`config.mk`:
```
export PLATFORM = sky130hd
export DESIGN_NAME = pfx_numacc
export DESIGN_NICKNAME = d
export VERILOG_FILES = /design/src/hdl/pfx_pkg.sv /design/src/hdl/pfx_numacc.sv
export SDC_FILE = /design/constraint.sdc
export NUM_CORES = 1
export LEC_CHECK = 0
export CAP_MARGIN = 15
export CORE_MARGIN = 2
export CORE_UTILIZATION = 62
export DETAILED_ROUTE_END_ITERATION = 10
export DONT_BUFFER_PORTS = 1
export PLACE_DENSITY = 0.86
export SLEW_MARGIN = 20
export SYNTH_ARGS = -nofsm -noshare
export SYNTH_HDL_FRONTEND = slang
export SYNTH_SLANG_ARGS = --single-unit
```
`constraint.sdc`:
```
create_clock -name clock -period 10.5 [get_ports clock]
set_input_delay 0.525 -clock clock [delete_from_list [all_inputs] [get_ports clock]]
set_output_delay 0.525 -clock clock [all_outputs]
set_load 0.005 [all_outputs]
```
`src/hdl/pfx_pkg.sv`:
```
// Shared constants, types and helper functions for the postfix evaluator.
package pfx_pkg;

   localparam int STACK_DEPTH_DEF = 64;
   localparam int FRAC_DIGITS     = 4;
   localparam int CHAR_W          = 8;
   localparam int VALUE_W         = 48;
   localparam int STATUS_W        = 2;

   localparam logic [CHAR_W-1:0] CH_ZERO    = 8'h30;
   localparam logic [CHAR_W-1:0] CH_NINE    = 8'h39;
   localparam logic [CHAR_W-1:0] CH_POINT   = 8'h2E;
   localparam logic [CHAR_W-1:0] CH_PLUS    = 8'h2B;
   localparam logic [CHAR_W-1:0] CH_STAR    = 8'h2A;
   localparam logic [CHAR_W-1:0] CH_NEWLINE = 8'h0A;

   localparam logic [STATUS_W-1:0] ST_OK    = 2'd0;
   localparam logic [STATUS_W-1:0] ST_UNDER = 2'd1;
   localparam logic [STATUS_W-1:0] ST_OVER  = 2'd2;
   localparam logic [STATUS_W-1:0] ST_SAT   = 2'd3;

   localparam logic [1:0] OP_NONE = 2'd0;
   localparam logic [1:0] OP_ADD  = 2'd1;
   localparam logic [1:0] OP_MUL  = 2'd2;
   localparam logic [1:0] OP_NL   = 2'd3;

   typedef struct packed {
      logic digit_en;
      logic point_en;
      logic prod_en;
      logic clear_en;
   } num_ctl_type;

   // ceil(2^(16+t)/10^k); floor(frac * recip >> t) is exact for every frac below 10^k
   function automatic logic [29:0] frac_recip(input logic [2:0] cnt);
      logic [29:0] r;
      unique case (cnt)
         3'd1:    r = 30'd838861;
         3'd2:    r = 30'd10737419;
         3'd3:    r = 30'd68719477;
         3'd4:    r = 30'd879609303;
         default: r = '0;
      endcase
      return r;
   endfunction

   function automatic logic is_digit(input logic [CHAR_W-1:0] c);
      return (c >= CH_ZERO) && (c <= CH_NINE);
   endfunction

   function automatic logic [1:0] char_op(input logic [CHAR_W-1:0] c);
      logic [1:0] op;
      priority if (c == CH_PLUS) begin
         op = OP_ADD;
      end else if (c == CH_STAR) begin
         op = OP_MUL;
      end else if (c == CH_NEWLINE) begin
         op = OP_NL;
      end else begin
         op = OP_NONE;
      end
      return op;
   endfunction

endpackage

```
`src/hdl/pfx_numacc.sv`:
```
// Number collector: gathers decimal digits and converts them to 32.16 fixed point.
module pfx_numacc (
   input  logic                 clock,
   input  logic                 reset,
   input  pfx_pkg::num_ctl_type ctl,
   input  logic [3:0]           digit,
   output logic                 in_number,
   output logic                 digit_sat,
   output logic [47:0]          value
);
   import pfx_pkg::*;

   logic [31:0] int_part_ff, int_part_in;
   logic [13:0] frac_ff, frac_in;
   logic [2:0]  fcnt_ff, fcnt_in;
   logic        after_point_ff, after_point_in;
   logic        in_number_ff, in_number_in;
   logic [43:0] prod_ff;
   logic [35:0] int_x10;
   logic [17:0] frac_x10;
   logic        int_ovf;
   logic [15:0] frac16;

   always_comb begin
      int_x10  = (36'(int_part_ff) << 3) + (36'(int_part_ff) << 1) + 36'(digit);
      frac_x10 = (18'(frac_ff) << 3) + (18'(frac_ff) << 1) + 18'(digit);
      int_ovf  = |int_x10[35:32];

      int_part_in    = int_part_ff;
      frac_in        = frac_ff;
      fcnt_in        = fcnt_ff;
      after_point_in = after_point_ff;
      in_number_in   = in_number_ff;
      priority if (ctl.clear_en) begin
         int_part_in    = '0;
         frac_in        = '0;
         fcnt_in        = '0;
         after_point_in = 1'b0;
         in_number_in   = 1'b0;
      end else if (ctl.digit_en) begin
         in_number_in = 1'b1;
         if (after_point_ff) begin
            // drop digits past the kept fraction length
            if (fcnt_ff < 3'(FRAC_DIGITS)) begin
               frac_in = frac_x10[13:0];
               fcnt_in = fcnt_ff + 3'd1;
            end
         end else begin
            int_part_in = int_ovf ? '1 : int_x10[31:0];
         end
      end else if (ctl.point_en) begin
         in_number_in   = 1'b1;
         after_point_in = 1'b1;
      end else begin
         // hold the collected number
      end
   end

   always_ff @(posedge clock) begin
      if (reset) begin
         int_part_ff    <= '0;
         frac_ff        <= '0;
         fcnt_ff        <= '0;
         after_point_ff <= 1'b0;
         in_number_ff   <= 1'b0;
      end else begin
         int_part_ff    <= int_part_in;
         frac_ff        <= frac_in;
         fcnt_ff        <= fcnt_in;
         after_point_ff <= after_point_in;
         in_number_ff   <= in_number_in;
      end
   end

   always_ff @(posedge clock) begin
      if (ctl.prod_en) begin
         prod_ff <= 44'(frac_ff) * 44'(frac_recip(fcnt_ff));
      end
   end

   always_comb begin
      unique case (fcnt_ff)
         3'd1:    frac16 = prod_ff[22:7];
         3'd2:    frac16 = prod_ff[29:14];
         3'd3:    frac16 = prod_ff[35:20];
         3'd4:    frac16 = prod_ff[42:27];
         default: frac16 = '0;
      endcase
   end

   assign value     = {int_part_ff, frac16};
   assign in_number = in_number_ff;
   assign digit_sat = ctl.digit_en && !after_point_ff && int_ovf;

endmodule

```
==> results of run 1 <==
stage by stage:
step                      hold slack [ps]  worst slack [ps]  instances  utilization
after global routing                  251              1270       2252        0.649
after detailed placement              492              1810       2236        0.637
final                                 262              1690       2252        0.649
after CTS                             259              1770       2252        0.649
after global placement                479              2170       2236        0.637
after floorplan                       469              2960       1910            -
worst register-to-register path: cells and delay by family, from the launching register on:
family,cells,cell delay (ps)
AO/OA/AOI/OAI,8,2130
AND/OR/NAND/NOR,6,1710
adder cells (fa/ha/maj),8,3510
buffers and inverters,6,680
XOR/XNOR,1,170
flip-flops,1,350
final timing paths:
path / endpoint / startpoint / slack (ps)
worst max-delay path: prod_ff[32]$_DFFE_PP_ / fcnt_ff[0]$_SDFFE_PP0P_ / 1690
worst min-delay path: prod_ff[32]$_DFFE_PP_ / ctl[1] / 260
worst max register to register: prod_ff[32]$_DFFE_PP_ / fcnt_ff[0]$_SDFFE_PP0P_ / 1690
worst min register to register: fcnt_ff[1]$_SDFFE_PP0P_ / fcnt_ff[1]$_SDFFE_PP0P_ / 500
layout make-up:
| type | instances | area (um2) | share of cell area |
|---|---|---|---|
| sequential | 87 | 2100 | 0.117 |
| clock inverter | 5 | 45.0 | 0.00251 |
| multi-input combinational | 1357 | 13500 | 0.751 |
| timing repair buffer | 9 | 67.6 | 0.00377 |
| inverter | 405 | 1520 | 0.0848 |
| clock buffer | 11 | 264 | 0.0147 |
| tap | 378 | 473 | 0.0264 |
kinds of logic after synthesis:
group	Yosys count	synth area share
AOI/OAI and AO/OA	369	0.139
xor gates and xnor gates	73	0.0369
adders and majority gates	513	0.489
buffers and inverters	466	0.104
DFF	87	0.121
muxes	4	0.00238
and+or+nand+nor	398	0.108
cell usage in the layout (no fill, tap or decap), drive strengths merged, types with 12 or more instances in the layout:
cell	count
inv	408
fa	273
ha	240
nand2	169
a21oi	98
o21ai	97
nor2	81
dfxtp	51
xnor2	39
edfxtp	36
xor2	34
a31oi	29
a21o	28
nand3	21
and2	21
a22oi	20
and3	19
nor2b	17
o21a	15
nand2b	13
nor3	13
or2	12
a211oi	12
registers in the layout (all words and copies together) (netlist names):
signal,count
frac_ff,14
in_number,1
prod_ff,36
after_point_ff,1
int_part_ff,32
fcnt_ff,3
where the power goes:
| part | total, mW | switching, mW | internal (mW) | leakage (nW) |
|---|---|---|---|---|
| clock network | 0.341 | 0.155 | 0.185 | 0.150 |
| logic | 0.122 | 0.0772 | 0.0446 | 9.26 |
| registers | 0.382 | 0.0175 | 0.364 | 0.790 |
metal layers:
layer	GRT usage	vias to the layer above
met1	0.480	6593
met4	0.177	0
met3	0.0641	160
met5	0	-
li1	-	6151
met2	0.531	796
==> results.yml, run 1 <==
status:
  status: "finished clean"
detailed_routing:
  wire_length_after_detailed_routing_um: 48000
  drcViolationCount: 0
  initialDrtViolationCount: 1448
  wl_met1_um: 19100
  routed_via_density: 6.08
  drt.antenna.violating_nets: 0
  maxUsedRoutingLayer: "met4"
  drtPass1Iterations: 6
  wl_met2_um: 21600
  routed-via-count: 13700
  post_drt_wl_per_cell_um: 21.3
  met3RoutedLength_um: 4710
synth:
  synth-warning-count: 0
  synth_edf_count: 36
  synthesis.area_mm2: 0.0173
  postSynthRegisterBits: 87
  synth_area_leaders: "fa_1, ha_1, inv_1, edfxtp_1, dfxtp_1"
  synth.cells.most_frequent: "inv_1, fa_1, ha_1, nand2_1"
  synth.most_common_cell: "inv_1"
  syn_inst: 1910
  yosysUniqueCellTypes: 79
  dominantRegCellSynth: "dfxtp_1"
  avgSynthCellArea_um2: 9.07
  synth_area_leader_cell: "fa_1"
  synth.top_cell.area_share: 0.315
  postSynthNetCount: 2433
  yosysSeqAreaShare: 0.121
  async_reset_ff_frac: 0
sta:
  period_minus_slack_ps: 8810
  fin_skew_ps: 12.1
  clock.fmax_ghz: 0.113
  setup_tns_ps: 0
  finalMaxSlewViolations: 0
  grt_setup_unrepaired: "false"
  post-route-period-util: 0.839
  max_slew.worst_pin.slew_ps: 774
  final_setup_violations: 0
  hold_viol: 0
  worst_slew_margin_rel: 0.483
global_routing:
  grt_pass1_vias: 14300
  gr-usage-all-layers: 0.349
  antenna_found_initial: 0
  grt.overflow.total: 0
  grt_max_degree: 56
  global_route_wire_length_before_repair_um: 77500
worst_setup_path:
  required_ps: 10610
  setup.worst_path.end_class: "register"
  setup.worst_path.class: "register to register"
  timing.critical_path.mode_cell: "fa_1"
  critPathLaunchType: "register"
  slowest_stage: "a21o_1"
  worst-path-max-fanout: 34
  cp_num_cells: 29
  timing.critical_path.slowest_cell_delay_ps: 590
  critical_path.n_buffers_inverters: 6
  r2r.worst_path.cells: 29
  timing.critical_path.arrival_ps: 8920
  critical_path.top_delay_family: "adder cells"
clock_network:
  cts.clk_slew.worst_paths_ps: 80
  cts-root-to-sink-buffers: 2
  cts_setup_buffers: 0
  clock-sinks: 87
  h_tree_levels: 3
  clockRootBuffer: "clkbuf_16"
  count_of_hold_buffers_inserted_by_post_cts_repair: 0
  cts-resized-gates: 0
  number_of_buffers_created_by_cts: 9
  tritoncts_clock_tree: "yes"
  worst_skew_pair.late_latency_ps: 360
hold_path:
  worst_hold_path_type: "input pin to register"
  hold_path_depth: 0
die:
  die-width_um: 171
  start_util: 0.627
  num_rows: 61
  die_span_y_um: 171
  pin_count: 60
  fp.dieArea_mm2: 0.0293
  floorplan.core_area_mm2: 0.0276
final_layout:
  number_of_antenna_diodes: 0
  layout-drive-gt1-share: 0.0342
  fill_cells: 2166
  flow.area_growth_from_synthesis_pct: 3.45
  finish.instance_area_mm2: 0.0179
  nNetsFinal: 2392
placed_design:
  place_hpwl_um: 40600
  placed_inst_area_mm2: 0.0176
  gp_congestion: 1.07
  port-buffer-count: 0
power_and_ir_drop:
  power.leakage_nw: 10.2
  totalPowerFinal_uw: 844
  vdd.ir_drop.worst_mv: 0.111
  pwr_density_cell_mw_per_mm2: 47.1
flow_run:
  max_cap_viol_count: 0
Power figures use the tool's default switching activity.
==> inputs of run 2 (changes only) <==
- clock period: 10.5 -> 8.54 ns (I/O delays scaled with it)
==> run 2 against run 1 <==
Count of clock-buffer cells in the layout increased by 2. Wire length grew 1.7%. Global-route usage increased by 0.48 points. Cell area rose by 0.24%. Via count decreased by 0.23%. Total power is 21% higher. Critical endpoint is now prod_ff[35]$_DFFE_PP_. Combinational power rose by 25%. Largest cell class unchanged. Critical path type unchanged.
==> results.yml, run 2 (same netlist as run 1, synthesis figures left out) <==
final_layout:
  most-common-layout-cells: "inv_1, fa_1, ha_1, nand2_1"
  stdcell_count: 2261
  layout-drive-gt1-share: 0.0377
  flow.area_growth_from_synthesis_pct: 3.70
  finalCoreUtilization: 0.650
  regMostFlops: "prod_ff"
  top_regs: "prod_ff (36), int_part_ff (32), frac_ff (14)"
  most_frequent_standard_cell_in_the_layout_excluding_fill_and_tap_cells: "inv_1"
  largest_register_ff_count: 36
  nNetsFinal: 2399
hold_path:
  worst_hold_path_type: "input pin to register"
global_routing:
  global_route_wire_length_before_repair_um: 77900
  antenna_found_initial: 1
  grt.overflow.total: 0
  grt_max_degree: 56
  gr-usage-all-layers: 0.354
  grt_pass1_vias: 14000
sta:
  final_setup_violations: 0
  setup_tns_ps: 0
  max_slew.worst_pin.slew_ps: 968
  worst_slew_margin_rel: 0.350
  period_minus_slack_ps: 8080
  grt_setup_unrepaired: "false"
  hold_viol: 0
  finalMaxSlewViolations: 0
  post-route-period-util: 0.946
  clock.fmax_ghz: 0.124
  fin_skew_ps: 15.2
clock_network:
  count_of_hold_buffers_inserted_by_post_cts_repair: 0
  tritoncts_clock_tree: "yes"
  number_of_buffers_created_by_cts: 9
  clock-sinks: 87
  cts-root-to-sink-buffers: 2
  worst_skew_pair.late_latency_ps: 370
  h_tree_levels: 3
  cts_setup_buffers: 0
  clockRootBuffer: "clkbuf_16"
  cts.clk_slew.worst_paths_ps: 70
worst_setup_path:
  timing.critical_path.arrival_ps: 8180
  critical_path.top_delay_family: "adder cells"
  required_ps: 8640
  slowest_stage: "fa_1"
  worst-path-max-fanout: 20
  timing.critical_path.slowest_cell_delay_ps: 570
  setup.worst_path.end_class: "register"
  critPathLaunchType: "register"
  critical_path.n_buffers_inverters: 7
  setup.worst_path.class: "register to register"
status:
  status: "finished clean"
detailed_routing:
  drt.antenna.violating_nets: 0
  drcViolationCount: 0
  wire_length_after_detailed_routing_um: 48800
  routed_via_density: 6.05
  drtPass1Iterations: 7
  initialDrtViolationCount: 1288
  post_drt_wl_per_cell_um: 21.6
  routed-via-count: 13700
flow_run:
  max_cap_viol_count: 0
die:
  die-width_um: 171
  pin_count: 60
  num_rows: 61
  start_util: 0.627
  die_span_y_um: 171
  fp.dieArea_mm2: 0.0293
  floorplan.core_area_mm2: 0.0276
placed_design:
  port-buffer-count: 0
  place.detailed.instances: 2243
  gp_congestion: 1.07
  place_hpwl_um: 41400
power_and_ir_drop:
  pwr_density_cell_mw_per_mm2: 57.0
  power.leakage_nw: 10.2
  vdd.ir_drop.worst_mv: 0.145
## run 2: layout make-up
type                       instances  area, um2
timing repair buffer              16        120
tap                              378        473
antenna                            2       5.00
sequential                        87       2100
inverter                         405       1520
clock inverter                     3       21.3
fill                            2279       9660
clock buffer                      13        270
multi-input combinational       1357      13500
## run 2: path summary, 6_finish.rpt
| kind | endpoint | startpoint | slack [ps] | cells past startpoint |
|---|---|---|---|---|
| hold reg to reg | fcnt_ff[1]$_SDFFE_PP0P_ | fcnt_ff[1]$_SDFFE_PP0P_ | 530 | 2 |
| hold / removal | prod_ff[34]$_DFFE_PP_ | ctl[1] | 170 | 0 |
| setup / recovery | prod_ff[35]$_DFFE_PP_ | fcnt_ff[0]$_SDFFE_PP0P_ | 460 | 30 |
| setup reg to reg | prod_ff[35]$_DFFE_PP_ | fcnt_ff[0]$_SDFFE_PP0P_ | 460 | 30 |
## run 2: where the power goes
part	leakage (nW)	switching, mW	total [mW]	internal [mW]
clock	0.147	0.180	0.403	0.223
combinational	9.30	0.0967	0.152	0.0553
sequential	0.790	0.0215	0.469	0.448
total	10.2	0.298	1.02	0.726
## run 2: per-layer routing
layer  vias up  GRT usage  wire length [um]
li1       6178          -                 -
met1      6652      0.490             20000
met2       709      0.546             22200
met3       129     0.0699              4520
met4         0      0.147              2100
met5         -          0                 0
## run 2: repair_timing
action / CTS / global route
gates resized for setup: 0 / 1
endpoints found under the hold margin: 0 / 0
endpoints found under the setup margin: 0 / 1
## run 2: stage by stage
step	total power [mW]	hold slack (ps)	area, um2	worst slack [ps]
after floorplan	0.594	469	17300	1000
after global placement	0.619	479	17700	628
after detailed placement	0.626	518	17700	502
after CTS	1.03	162	18000	451
after global routing	1.06	159	18000	53.6
final	1.02	167	18000	458
